<file path="config.mk">
export PLATFORM = sky130hd
export DESIGN_NAME = percent_decoder_core_flat
export DESIGN_NICKNAME = d
export VERILOG_FILES = /design/src/hw/rtl/pctdec_pkg.sv /design/src/hw/rtl/pctdec_if.sv /design/src/hw/rtl/percent_decoder_core.sv /design/src/hw/rtl/pctdec_front.sv /design/src/hw/rtl/pctdec_queue.sv /design/src/hw/rtl/pctdec_back.sv /design/src/flat_wrapper.sv
export SDC_FILE = /design/constraint.sdc
export NUM_CORES = 1
export LEC_CHECK = 0
export BUFFER_PORTS_ARGS = -buffer_cell sky130_fd_sc_hd__buf_2
export CELL_PAD_IN_SITES_DETAIL_PLACEMENT = 1
export CELL_PAD_IN_SITES_GLOBAL_PLACEMENT = 2
export CORE_MARGIN = 2
export CORE_UTILIZATION = 43
export DETAILED_ROUTE_END_ITERATION = 6
export PLACE_DENSITY_LB_ADDON = 0.1
export SLEW_MARGIN = 20
export SYNTH_ARGS = -nofsm -noshare
export SYNTH_HDL_FRONTEND = slang
export SYNTH_SLANG_ARGS = --single-unit
</file>
<file path="constraint.sdc">
create_clock -name clk_i -period 4.2 [get_ports clk_i]
set_input_delay 0.84 -clock clk_i [delete_from_list [all_inputs] [get_ports clk_i]]
set_output_delay 0.84 -clock clk_i [all_outputs]
set_load 0.02 [all_outputs]
</file>
<file path="src/hw/rtl/pctdec_pkg.sv">
// Shared types, constants and helper functions of the percent decoder.
package pctdec_pkg;

  localparam logic [7:0] PctChar     = 8'h25;
  localparam int unsigned NibbleShift = 4;

  // Pending state codes of the front end
  localparam logic [1:0] PendNone  = 2'd0;
  localparam logic [1:0] PendPct   = 2'd1;
  localparam logic [1:0] PendDigit = 2'd2;

  // Command queue between front and back (depth must be a power of two)
  localparam int unsigned QueueDepth = 2;
  localparam int unsigned QPtrW      = $clog2(QueueDepth);
  localparam int unsigned QCntW      = QPtrW + 1;

  // One command: up to three output words, the final one carries last.
  typedef struct packed {
    logic [1:0] cnt;
    logic [7:0] b0;
    logic [7:0] b1;
    logic [7:0] b2;
    logic       last;
  } cmd_t;

  // Front to queue
  typedef struct packed {
    logic push;
    cmd_t cmd;
  } push_t;

  // Queue status towards front and back
  typedef struct packed {
    logic full;
    logic valid;
    cmd_t head;
  } qstat_t;

  function automatic logic hex_valid(input logic [7:0] c);
    hex_valid = (c >= 8'h30 && c <= 8'h39) ||
                (c >= 8'h41 && c <= 8'h46) ||
                (c >= 8'h61 && c <= 8'h66);
  endfunction

  function automatic logic [3:0] hex_nibble(input logic [7:0] c);
    logic [7:0] v;
    v = 8'h00;
    if (c >= 8'h30 && c <= 8'h39) begin
      v = c - 8'h30;
    end else if (c >= 8'h41 && c <= 8'h46) begin
      v = c - 8'h41 + 8'd10;
    end else if (c >= 8'h61 && c <= 8'h66) begin
      v = c - 8'h61 + 8'd10;
    end
    hex_nibble = v[3:0];
  endfunction

endpackage

</file>
<file path="src/hw/rtl/pctdec_if.sv">
// Valid/ready stream interfaces for encoded input and decoded output words.
interface pctdec_in_if;
  logic       valid;
  logic       ready;
  logic [7:0] in_byte;
  logic       in_last;

  modport source (output valid, output in_byte, output in_last, input ready);
  modport sink   (input valid, input in_byte, input in_last, output ready);
endinterface

interface pctdec_out_if;
  logic       valid;
  logic       ready;
  logic [7:0] out_byte;
  logic       out_last;

  modport source (output valid, output out_byte, output out_last, input ready);
  modport sink   (input valid, input out_byte, input out_last, output ready);
endinterface

</file>
<file path="src/hw/rtl/percent_decoder_core.sv">
// Top level of the streaming URL percent decoder.
// An input word's results pass through the command queue and then the output register.
// Throughput: one input word per cycle while the queue is not full; the output register
//   drains one word per cycle while the output is ready, one for each result of a word.
// The two-entry command queue lets the front end keep accepting while the back end expands.
// Reset (rst_ni, asynchronous, active low) empties the queue and clears the escape state.
module percent_decoder_core (
  input  logic               clk_i,
  input  logic               rst_ni,
  pctdec_in_if.sink          in_ch,
  pctdec_out_if.source       out_ch
);
  import pctdec_pkg::*;

  push_t            push;
  qstat_t           qstat;
  logic             pop;
  logic [1:0]       pend;
  logic [1:0]       idx;
  logic [QCntW-1:0] qcount;

  // Front end: escape tracking, one command per word that yields results
  pctdec_front u_front (
    .clk_i      (clk_i),
    .rst_ni     (rst_ni),
    .in_valid_i (in_ch.valid),
    .in_byte_i  (in_ch.in_byte),
    .in_last_i  (in_ch.in_last),
    .in_ready_o (in_ch.ready),
    .qstat_i    (qstat),
    .push_o     (push),
    .pend_o     (pend)
  );

  // Command queue decoupling the two sides
  pctdec_queue u_queue (
    .clk_i   (clk_i),
    .rst_ni  (rst_ni),
    .push_i  (push),
    .pop_i   (pop),
    .qstat_o (qstat),
    .count_o (qcount)
  );

  // Back end: emits one word per cycle from the queue head while the output is ready
  pctdec_back u_back (
    .clk_i       (clk_i),
    .rst_ni      (rst_ni),
    .qstat_i     (qstat),
    .pop_o       (pop),
    .out_valid_o (out_ch.valid),
    .out_byte_o  (out_ch.out_byte),
    .out_last_o  (out_ch.out_last),
    .out_ready_i (out_ch.ready),
    .idx_o       (idx)
  );

  // The final word of a string always leaves nothing held
  a_last_clears: assert property (@(posedge clk_i) disable iff (!rst_ni)
    (in_ch.valid && in_ch.ready && in_ch.in_last) |=> (pend == PendNone))
    else $error("escape state held after final word");

  // Never push into a full queue
  a_no_overflow: assert property (@(posedge clk_i) disable iff (!rst_ni)
    push.push |-> (qcount != QCntW'(QueueDepth)))
    else $error("command queue overflow");

  // Expansion index stays inside the head command
  a_idx_in_range: assert property (@(posedge clk_i) disable iff (!rst_ni)
    qstat.valid |-> (idx < qstat.head.cnt))
    else $error("expansion index beyond command length");

endmodule

</file>
<file path="src/hw/rtl/pctdec_front.sv">
// Front end: accepts input words, tracks escapes, builds output commands.
module pctdec_front (
  input  logic              clk_i,
  input  logic              rst_ni,
  input  logic              in_valid_i,
  input  logic [7:0]        in_byte_i,
  input  logic              in_last_i,
  output logic              in_ready_o,
  input  pctdec_pkg::qstat_t qstat_i,
  output pctdec_pkg::push_t push_o,
  output logic [1:0]        pend_o
);
  import pctdec_pkg::*;

  logic [1:0] pend_q, pend_d;
  logic [7:0] first_q, first_d;
  logic       accept;
  logic       fresh_pct;
  cmd_t       cmd;

  assign in_ready_o = !qstat_i.full;
  assign accept     = in_valid_i && in_ready_o;
  // a '%' that is not the final word starts an escape
  assign fresh_pct  = (in_byte_i == PctChar) && !in_last_i;

  always_comb begin
    pend_d   = pend_q;
    first_d  = first_q;
    cmd.b0   = PctChar;
    cmd.b1   = first_q;
    cmd.b2   = in_byte_i;
    cmd.last = in_last_i;
    cmd.cnt  = 2'd0;
    unique case (pend_q)
      PendPct: begin
        if (hex_valid(in_byte_i)) begin
          if (in_last_i) begin
            cmd.b1  = in_byte_i;
            cmd.cnt = 2'd2;
            pend_d  = PendNone;
          end else begin
            first_d = in_byte_i;
            pend_d  = PendDigit;
          end
        end else begin
          // literal '%', then the word again as fresh
          cmd.b1 = in_byte_i;
          if (fresh_pct) begin
            cmd.cnt = 2'd1;
            pend_d  = PendPct;
          end else begin
            cmd.cnt = 2'd2;
            pend_d  = PendNone;
          end
        end
      end
      PendDigit: begin
        if (hex_valid(in_byte_i)) begin
          cmd.b0  = {hex_nibble(first_q), hex_nibble(in_byte_i)};
          cmd.cnt = 2'd1;
          pend_d  = PendNone;
        end else begin
          // literal '%' and held digit, then the word as fresh
          if (fresh_pct) begin
            cmd.cnt = 2'd2;
            pend_d  = PendPct;
          end else begin
            cmd.cnt = 2'd3;
            pend_d  = PendNone;
          end
        end
      end
      default: begin
        cmd.b0 = in_byte_i;
        if (fresh_pct) begin
          cmd.cnt = 2'd0;
          pend_d  = PendPct;
        end else begin
          cmd.cnt = 2'd1;
          pend_d  = PendNone;
        end
      end
    endcase
  end

  assign push_o.push = accept && (cmd.cnt != 2'd0);
  assign push_o.cmd  = cmd;
  assign pend_o      = pend_q;

  always_ff @(posedge clk_i or negedge rst_ni) begin
    if (!rst_ni) begin
      pend_q <= PendNone;
    end else if (accept) begin
      pend_q <= pend_d;
    end
  end

  always_ff @(posedge clk_i or negedge rst_ni) begin
    if (!rst_ni) begin
      first_q <= 8'h00;
    end else if (accept) begin
      first_q <= first_d;
    end
  end

endmodule

</file>
<file path="src/hw/rtl/pctdec_queue.sv">
// Short command queue between the front and back ends.
module pctdec_queue (
  input  logic               clk_i,
  input  logic               rst_ni,
  input  pctdec_pkg::push_t  push_i,
  input  logic               pop_i,
  output pctdec_pkg::qstat_t qstat_o,
  output logic [pctdec_pkg::QCntW-1:0] count_o
);
  import pctdec_pkg::*;

  cmd_t             mem_q [QueueDepth];
  logic [QPtrW-1:0] wr_ptr_q, rd_ptr_q;
  logic [QCntW-1:0] cnt_q, cnt_d;
  logic             do_pop;

  assign do_pop = pop_i && (cnt_q != '0);

  always_comb begin
    cnt_d = cnt_q;
    if (push_i.push && !do_pop) begin
      cnt_d = cnt_q + 1'b1;
    end else if (!push_i.push && do_pop) begin
      cnt_d = cnt_q - 1'b1;
    end
  end

  always_ff @(posedge clk_i or negedge rst_ni) begin
    if (!rst_ni) begin
      wr_ptr_q <= '0;
      rd_ptr_q <= '0;
      cnt_q    <= '0;
    end else begin
      cnt_q <= cnt_d;
      if (push_i.push) begin
        wr_ptr_q <= wr_ptr_q + 1'b1;
      end
      if (do_pop) begin
        rd_ptr_q <= rd_ptr_q + 1'b1;
      end
    end
  end

  always_ff @(posedge clk_i) begin
    if (push_i.push) begin
      mem_q[wr_ptr_q] <= push_i.cmd;
    end
  end

  assign qstat_o.full  = (cnt_q == QCntW'(QueueDepth));
  assign qstat_o.valid = (cnt_q != '0);
  assign qstat_o.head  = mem_q[rd_ptr_q];
  assign count_o       = cnt_q;

endmodule

</file>
<file path="src/hw/rtl/pctdec_back.sv">
// Back end: expands queued commands into output words via an output register.
module pctdec_back (
  input  logic               clk_i,
  input  logic               rst_ni,
  input  pctdec_pkg::qstat_t qstat_i,
  output logic               pop_o,
  output logic               out_valid_o,
  output logic [7:0]         out_byte_o,
  output logic               out_last_o,
  input  logic               out_ready_i,
  output logic [1:0]         idx_o
);
  import pctdec_pkg::*;

  logic [1:0] idx_q;
  logic       ov_q;
  logic [7:0] ob_q;
  logic       ol_q;
  logic       load;
  logic       final_w;
  logic [7:0] sel;

  assign load    = qstat_i.valid && (!ov_q || out_ready_i);
  assign final_w = ((idx_q + 2'd1) == qstat_i.head.cnt);
  assign pop_o   = load && final_w;

  always_comb begin
    unique case (idx_q)
      2'd0:    sel = qstat_i.head.b0;
      2'd1:    sel = qstat_i.head.b1;
      default: sel = qstat_i.head.b2;
    endcase
  end

  always_ff @(posedge clk_i or negedge rst_ni) begin
    if (!rst_ni) begin
      idx_q <= 2'd0;
      ov_q  <= 1'b0;
    end else begin
      if (load) begin
        ov_q  <= 1'b1;
        idx_q <= final_w ? 2'd0 : idx_q + 2'd1;
      end else if (out_ready_i) begin
        ov_q <= 1'b0;
      end
    end
  end

  always_ff @(posedge clk_i) begin
    if (load) begin
      ob_q <= sel;
      ol_q <= qstat_i.head.last && final_w;
    end
  end

  assign out_valid_o = ov_q;
  assign out_byte_o  = ob_q;
  assign out_last_o  = ol_q;
  assign idx_o       = idx_q;

endmodule
</file>
<file path="src/flat_wrapper.sv">
// flat-port wrapper written by rule: the top's interface ports become plain ports
module percent_decoder_core_flat import pctdec_pkg::*;
  (clk_i, rst_ni, in_ch_valid, in_ch_in_byte, in_ch_in_last, in_ch_ready, out_ch_valid, out_ch_out_byte, out_ch_out_last, out_ch_ready);
  pctdec_in_if in_ch_i ();
  pctdec_out_if out_ch_i ();
  input  logic clk_i;
  input  logic rst_ni;
  input wire logic [$bits(in_ch_i.valid)-1:0] in_ch_valid;
  input wire logic [$bits(in_ch_i.in_byte)-1:0] in_ch_in_byte;
  input wire logic [$bits(in_ch_i.in_last)-1:0] in_ch_in_last;
  output wire logic [$bits(in_ch_i.ready)-1:0] in_ch_ready;
  output wire logic [$bits(out_ch_i.valid)-1:0] out_ch_valid;
  output wire logic [$bits(out_ch_i.out_byte)-1:0] out_ch_out_byte;
  output wire logic [$bits(out_ch_i.out_last)-1:0] out_ch_out_last;
  input wire logic [$bits(out_ch_i.ready)-1:0] out_ch_ready;
  assign in_ch_i.valid = in_ch_valid;
  assign in_ch_i.in_byte = in_ch_in_byte;
  assign in_ch_i.in_last = in_ch_in_last;
  assign in_ch_ready = in_ch_i.ready;
  assign out_ch_valid = out_ch_i.valid;
  assign out_ch_out_byte = out_ch_i.out_byte;
  assign out_ch_out_last = out_ch_i.out_last;
  assign out_ch_i.ready = out_ch_ready;
  percent_decoder_core u_core (.clk_i(clk_i), .rst_ni(rst_ni), .in_ch(in_ch_i), .out_ch(out_ch_i));
endmodule
</file>
# --- Word level (Yosys, flattened, before mapping) ---
# Memories as Yosys holds them, arrays and structs flattened.
# Index checks and enable logic that the tools add are counted.
# W data, S select, Z words.
totals:
  register_bits: 26
  latch_bits: 0
  ram_bits: 54
  romBits: 0
  in_bits: 13
  output_inout_bits: 11
  wordCells: 104
  mem_count: 1
classes:
  n_addsub: 15
  multipliers: 0
  n_div: 0
  magnitude_cmp: 12
  eq_ne: 6
  n_shift: 0
  n_mux: 31
  n_bitwise: 1
  n_reduce_logical: 29
mem_list:
  columns: ["memory", "depth", "width", "read_ports", "rd_ports_with_merged_regs", "wr", "line_no", "source"]
  rows:
  - ["u_core.u_queue.mem_q", 2, 27, 1, 0, 1, "pctdec_queue.sv:12", "cmd_t mem_q [QueueDepth];"]
op_table:
  columns: ["operator", "n"]
  rows:
  - ["$ge A8 B7 Y1 const B", 4]
  - ["$le A8 B7 Y1 const B", 4]
  - ["$mux W8", 4]
  - ["$pmux W8 S2", 2]
  - ["$mux W4", 6]
  - ["$sub A4 B1 Y4 const B", 6]
  - ["$mux W2", 9]
  - ["$add A4 B4 Y4 const B", 4]
  - ["$ge A8 B6 Y1 const B", 2]
  - ["$le A8 B6 Y1 const B", 2]
  - ["$logic_and A1 B1 Y1", 15]
  - ["$eq A8 B6 Y1 const B", 1]
  - ["$mux W1", 8]
  - ["$pmux W2 S2", 2]
  - ["$reduce_bool A2 Y1", 4]
  - ["$logic_not A1 Y1", 5]
  - ["$add A2 B1 Y2 const B", 2]
  - ["$eq A2 B1 Y1 const B", 2]
  - ["$eq A2 B2 Y1 const B", 2]
  - ["$reduce_and A4 Y1", 1]
  - ["$logic_or A1 B1 Y1", 3]
  - ["$add A1 B1 Y1 const B", 2]
  - ["$eq A2 B2 Y1", 1]
  - ["$logic_not A2 Y1", 1]
  - ["other kinds (2)", 2]

# --- Depth between registers and ports, before layout ---
logic_depth:
  depth_word: 12
  ltp_mapped: 12
  mapped_depth_nobuf: 11

# --- Hierarchy ---
# From an unflattened synthesis, not the netlist that was laid out.
hier_totals:
  cells_unflattened: 299
  hier_area_um2: 4067.7
by_module_without_submodules:
  columns: ["module", "instances", "cells_per_inst", "area_each_um2", "seq_area_each_um2"]
  rows:
  - ["pctdec_queue", 1, 100, 2237.1, 1721.7]
  - ["pctdec_front", 1, 140, 1213.7, 250.2]
  - ["pctdec_back", 1, 59, 616.8, 345.3]

# --- Worst setup path before layout ---
# OpenSTA, ideal clock, no wires.
synth_path:
  kind: "input to register"
  startpoint: "input in_ch_in_byte[6]"
  endpoint: "memory u_core.u_queue.mem_q[0][0] (netlist bit), enable pin"
  setup_time_ns: 0.411
  t_arrival_ns: 3.145
  t_required_ns: 3.789
  path_slack_ns: 0.644
  path_stages: 5
  n_path_buf: 0
  cell_sequence: "or3b_2 > nor4_1 > mux2_2 > o21bai_1 > nor2_1"
synth_rtl:
  columns: ["element", "line_no", "source"]
  rows:
  - ["from (decl)", "flat_wrapper.sv:9", "input wire logic [$bits(in_ch_i.in_byte)-1:0] in_ch_in_byte;"]
  - ["to (decl)", "pctdec_queue.sv:12", null]

==> flow_summary.html <==
<table>
<tr><th>Metric</th><th>Value</th></tr>
<tr><th colspan="2">Global route</th></tr>
<tr><td>Global-route wire length before repair</td><td>13000 um</td></tr>
<tr><td>Initial antenna violation count</td><td>0</td></tr>
<tr><td>Vias in the first global route</td><td>roughly 2400</td></tr>
<tr><td>Overall fraction of global-route tracks in use</td><td>0.196</td></tr>
<tr><td>Remaining global-route overflow</td><td>0</td></tr>
<tr><td>Pin count of the biggest net entering global routing</td><td>28</td></tr>
<tr><th colspan="2">Synth</th></tr>
<tr><td>Area contributors post-synth</td><td>sky130_fd_sc_hd__edfxtp_1 52%, sky130_fd_sc_hd__dfrtp_1 12%, sky130_fd_sc_hd__ha_1 4.1%</td></tr>
<tr><td>Top cells by count, synth</td><td>63 x sky130_fd_sc_hd__edfxtp_1, 21 x sky130_fd_sc_hd__nand2_1, 17 x sky130_fd_sc_hd__dfrtp_1, 12 x sky130_fd_sc_hd__ha_1, 12 x sky130_fd_sc_hd__inv_1</td></tr>
<tr><td>Top-area cell type share of the netlist area</td><td>0.518</td></tr>
<tr><td>Summed instance area of the synthesized netlist</td><td>roughly 3700 um^2</td></tr>
<tr><td>Most frequently used cell type in the post-synthesis netlist</td><td>sky130_fd_sc_hd__edfxtp_1</td></tr>
<tr><td>Top_reg_cell synth</td><td>sky130_fd_sc_hd__edfxtp_1</td></tr>
<tr><td>Proportion of register bits with asynchronous set or reset after synthesis</td><td>0.213</td></tr>
<tr><td>Number of instances in the synthesized netlist</td><td>267</td></tr>
<tr><td>Mean cell area of the mapped netlist</td><td>13.7 um^2</td></tr>
<tr><td>Distinct cell type count of the synthesized netlist</td><td>48</td></tr>
<tr><td>Area leader, netlist</td><td>sky130_fd_sc_hd__edfxtp_1</td></tr>
<tr><td>Count of state elements after synthesis</td><td>80</td></tr>
<tr><td>Number of synthesized flops with an enable pin</td><td>63</td></tr>
<tr><td>Share of synthesized area occupied by flip-flops and latches</td><td>0.634</td></tr>
<tr><td>Net Count, Synth</td><td>292</td></tr>
<tr><td>Synthesis Warnings</td><td>0</td></tr>
<tr><th colspan="2">Floorplanning</th></tr>
<tr><td>Top-level I/O count</td><td>24</td></tr>
<tr><td>Initial standard-cell utilization of the core</td><td>0.445</td></tr>
<tr><td>Chip Width</td><td>96.2 um</td></tr>
<tr><td>Die height</td><td>96.2 um</td></tr>
<tr><td>Area of the die</td><td>9250 um^2</td></tr>
<tr><td>Floorplan core area</td><td>approximately 8200 um^2</td></tr>
<tr><td>Placement Rows</td><td>33</td></tr>
<tr><th colspan="2">Worst setup path</th></tr>
<tr><td>Type of the setup path with the least slack</td><td>in -&gt; reg</td></tr>
<tr><td>Largest driver fanout on the critical path</td><td>9</td></tr>
<tr><td>Cells along the critical path</td><td>buf_2, or3b_2, nor4_1, mux2_2, o21bai_1, inv_1, ha_1, nor2_1, xor2_1</td></tr>
<tr><td>Req. time, crit path</td><td>4.47 ns</td></tr>
<tr><td>Slowest library cell on the worst path</td><td>sky130_fd_sc_hd__or3b_2</td></tr>
<tr><td>Data arrival time of the critical path</td><td>3.37 ns</td></tr>
<tr><td>Element type at the critical path start</td><td>input port</td></tr>
<tr><td>CP Capture Type</td><td>flip-flop</td></tr>
<tr><td>Worst stage delay on the critical path</td><td>0.52 ns</td></tr>
<tr><th colspan="2">Timing</th></tr>
<tr><td>Final hold viol count</td><td>0</td></tr>
<tr><td>Headroom to the max-slew limit</td><td>0.427</td></tr>
<tr><td>RSZ-0062 raised after global routing</td><td>no</td></tr>
<tr><td>Post-Route Skew</td><td>0.00521 ns</td></tr>
<tr><td>Final worst path period need</td><td>3.11 ns</td></tr>
<tr><td>Slew @ Worst Pin</td><td>0.860 ns</td></tr>
<tr><td>Maximum frequency from static timing analysis</td><td>0.322 GHz</td></tr>
<tr><td>Final setup fails</td><td>0</td></tr>
<tr><td>Fin. max-slew vios</td><td>0</td></tr>
<tr><td>Setup ws final</td><td>1.09 ns</td></tr>
<tr><td>Final period utilization</td><td>0.739</td></tr>
<tr><td>Setup total negative slack</td><td>0 ns</td></tr>
<tr><th colspan="2">Power and ir drop</th></tr>
<tr><td>Logic pwr share</td><td>0.276</td></tr>
<tr><td>Switching share of total power</td><td>0.331</td></tr>
<tr><td>Lkg Pwr</td><td>1.53 nW</td></tr>
<tr><td>Power density over the cells</td><td>635 nW/um^2</td></tr>
<tr><td>Internal portion of total power</td><td>0.00175 W</td></tr>
<tr><td>Sequential cell fraction of total power</td><td>0.460</td></tr>
<tr><td>Proportion of power drawn by the clock network</td><td>0.264</td></tr>
<tr><td>Net switching power figure</td><td>around 0.00086 W</td></tr>
<tr><td>Largest voltage drop on the vdd net</td><td>0.000202 V</td></tr>
<tr><th colspan="2">Detailed routing</th></tr>
<tr><td>Antenna violation net count after detailed routing</td><td>0</td></tr>
<tr><td>DR vias/cell</td><td>5.63</td></tr>
<tr><td>Total via count after detailed routing</td><td>2263</td></tr>
<tr><td>Sum of routed wire length over all layers</td><td>8120 um</td></tr>
<tr><td>Total DRC errors in the routed layout</td><td>0</td></tr>
<tr><td>DR WL/cell</td><td>20.2 um</td></tr>
<tr><td>Pre-Repair DR Iteration Count</td><td>4</td></tr>
<tr><td>Initial DRC count</td><td>65</td></tr>
<tr><th colspan="2">Cells and area</th></tr>
<tr><td>Area growth, synth to finish</td><td>12.5%</td></tr>
<tr><td>Core utilization of the finished layout</td><td>0.500</td></tr>
<tr><td>Share of cells above drive strength 1</td><td>0.202</td></tr>
<tr><td>Total number of nets in the final design</td><td>317</td></tr>
<tr><td>Filler Cell Count</td><td>837</td></tr>
<tr><td>Number of antenna cells inserted</td><td>0</td></tr>
<tr><th colspan="2">Clock tree</th></tr>
<tr><td>H-tree level count</td><td>3</td></tr>
<tr><td>Clock tree from TritonCTS</td><td>done</td></tr>
<tr><td>CTS Hold Buffers Added</td><td>0</td></tr>
<tr><td>Post-CTS resize count</td><td>0</td></tr>
<tr><td>Source-to-sink clock delay at the later pin of the worst-skew pair</td><td>0.34 ns</td></tr>
<tr><td>Master cell of the clock root buffer</td><td>sky130_fd_sc_hd__clkbuf_8</td></tr>
<tr><td>Number of sinks on the clock net</td><td>80</td></tr>
<tr><td>Buffers from clock root to sink, at most</td><td>2</td></tr>
<tr><td>Clock transition time at the flip-flop clock pins of the worst setup and hold paths</td><td>0.09 ns</td></tr>
<tr><td>Setup repair bufs after CTS</td><td>0</td></tr>
<tr><td>Number of clock buffers inserted by TritonCTS</td><td>9</td></tr>
<tr><th colspan="2">Place</th></tr>
<tr><td>Routability congestion estimate from global placement</td><td>~0.77</td></tr>
<tr><td>Number of buffer cells added on primary ports</td><td>23</td></tr>
<tr><td>HPWL after DPL</td><td>5590 um</td></tr>
<tr><td>Worst slack after detailed placement</td><td>slightly above 0.7 ns</td></tr>
<tr><th colspan="2">Run</th></tr>
<tr><td>Max-capacitance violation count</td><td>0</td></tr>
<tr><th colspan="2">Run status</th></tr>
<tr><td>Status</td><td>finished clean</td></tr>
<tr><th colspan="2">Min path</th></tr>
<tr><td>Classification of the worst-slack hold path</td><td>in -&gt; async</td></tr>
</table>
cells in the final DEF, fill, tap and decap left out, drive strengths merged, types with 6 or more instances in the layout:
cell type	n
mux2	11
dfrtp	17
ha	12
a21oi	6
inv	13
a31oi	9
nand2	22
nor2	9
clkbuf	9
mux2i	6
o21ai	10
a22oi	8
edfxtp	63
a211oi	11
xnor2	8
buf	25
a22o	10
through the flow:
| stage | std cells | power (W) | instance area [um^2] | hold WS (ns) |
|---|---|---|---|---|
| floorplan | 267 | 0.00170 | 3650 | 0.468 |
| global placement | 386 | 0.00191 | 3860 | 0.488 |
| detailed placement | 386 | 0.00194 | 3870 | 0.511 |
| CTS | 402 | 0.00263 | 4110 | 0.423 |
| global route | 402 | 0.00275 | 4110 | 0.431 |
| finish | 402 | 0.00261 | 4110 | 0.415 |
final timing paths:
path / startpoint / end / slack, ns / cells past startpoint
worst max-delay path: in_ch_in_byte[6] / u_core.u_queue.count_o[1]$_DFFE_PN0P_ / 1.09 / 9
worst min-delay path: rst_ni / u_core.u_front.pend_o[1]$_DFFE_PN0P_ / 0.42 / 1
worst max register to register: u_core.u_front.pend_o[0]$_DFFE_PN0P_ / u_core.u_queue.mem_q[1][22]$_DFFE_PP_ / 1.33 / 8
worst min register to register: u_core.u_queue.wr_ptr_q$_DFFE_PN0P_ / u_core.u_queue.wr_ptr_q$_DFFE_PN0P_ / 0.52 / 1
max in group asynchronous: rst_ni / u_core.u_front.first_q[6]$_DFFE_PN0P_ / 3.49 / 1
min in group clk_i: u_core.u_queue.wr_ptr_q$_DFFE_PN0P_ / u_core.u_queue.wr_ptr_q$_DFFE_PN0P_ / 0.52 / 1
metal layers:
metal,up-vias,global-route usage,routed length (um)
met5,-,0,0
met4,0,0.0548,87
met3,7,0.0399,270
met2,40,0.313,3920
met1,1151,0.271,3840
li1,1065,-,-
cells by family after synthesis:
kind of cell	share of synthesized area
compound gates	0.143
mux	0.0534
flops	0.634
fa+ha+maj	0.0411
buf+inv	0.0277
simple gates	0.0764
xor+xnor	0.0240
area by class of cell:
| class | count | area, um^2 | share of cell area |
|---|---|---|---|
| Clock buffer | 9 | 124 | 0.0301 |
| Clock inverter | 7 | 119 | 0.0289 |
| Inverter | 12 | 45.0 | 0.0110 |
| Multi-Input combinational cell | 164 | 1240 | 0.302 |
| Sequential cell | 80 | 2320 | 0.564 |
| Tap cell | 105 | 131 | 0.0320 |
| Timing Repair Buffer | 25 | 130 | 0.0317 |
worst max-delay path: cells and delay by family:
| kind | cells | cell delay [ns] |
|---|---|---|
| AO/OA/AOI/OAI | 1 | 0.34 |
| XOR/XNOR | 1 | 0.17 |
| adder cells (fa/ha/maj) | 1 | 0.32 |
| buffers and inverters | 2 | 0.24 |
| multiplexers | 1 | 0.40 |
| AND/OR/NAND/NOR | 3 | 1.05 |
flip-flops by register name, summed over array words and instances, names as in the netlist:
signal / count
u_core.u_back.idx_o: 2
u_core.u_back.out_byte_o: 8
u_core.u_back.out_last_o: 1
u_core.u_back.out_valid_o: 1
u_core.u_front.first_q: 8
u_core.u_front.pend_o: 2
u_core.u_queue.count_o: 2
u_core.u_queue.mem_q: 54
u_core.u_queue.rd_ptr_q: 1
u_core.u_queue.wr_ptr_q: 1
power groups by stage:
stage	Sequential, W	Combinational [W]	Clock (W)
2_1_floorplan	0.00124	0.000464	0
3_3_place_gp	0.00120	0.000702	0
3_5_place_dp	0.00122	0.000727	0
4_1_cts	0.00120	0.000733	0.000699
5_1_grt	0.00122	0.000803	0.000729
6_report	0.00120	0.000720	0.000690
Note: power is estimated with default switching activity, not from simulation.
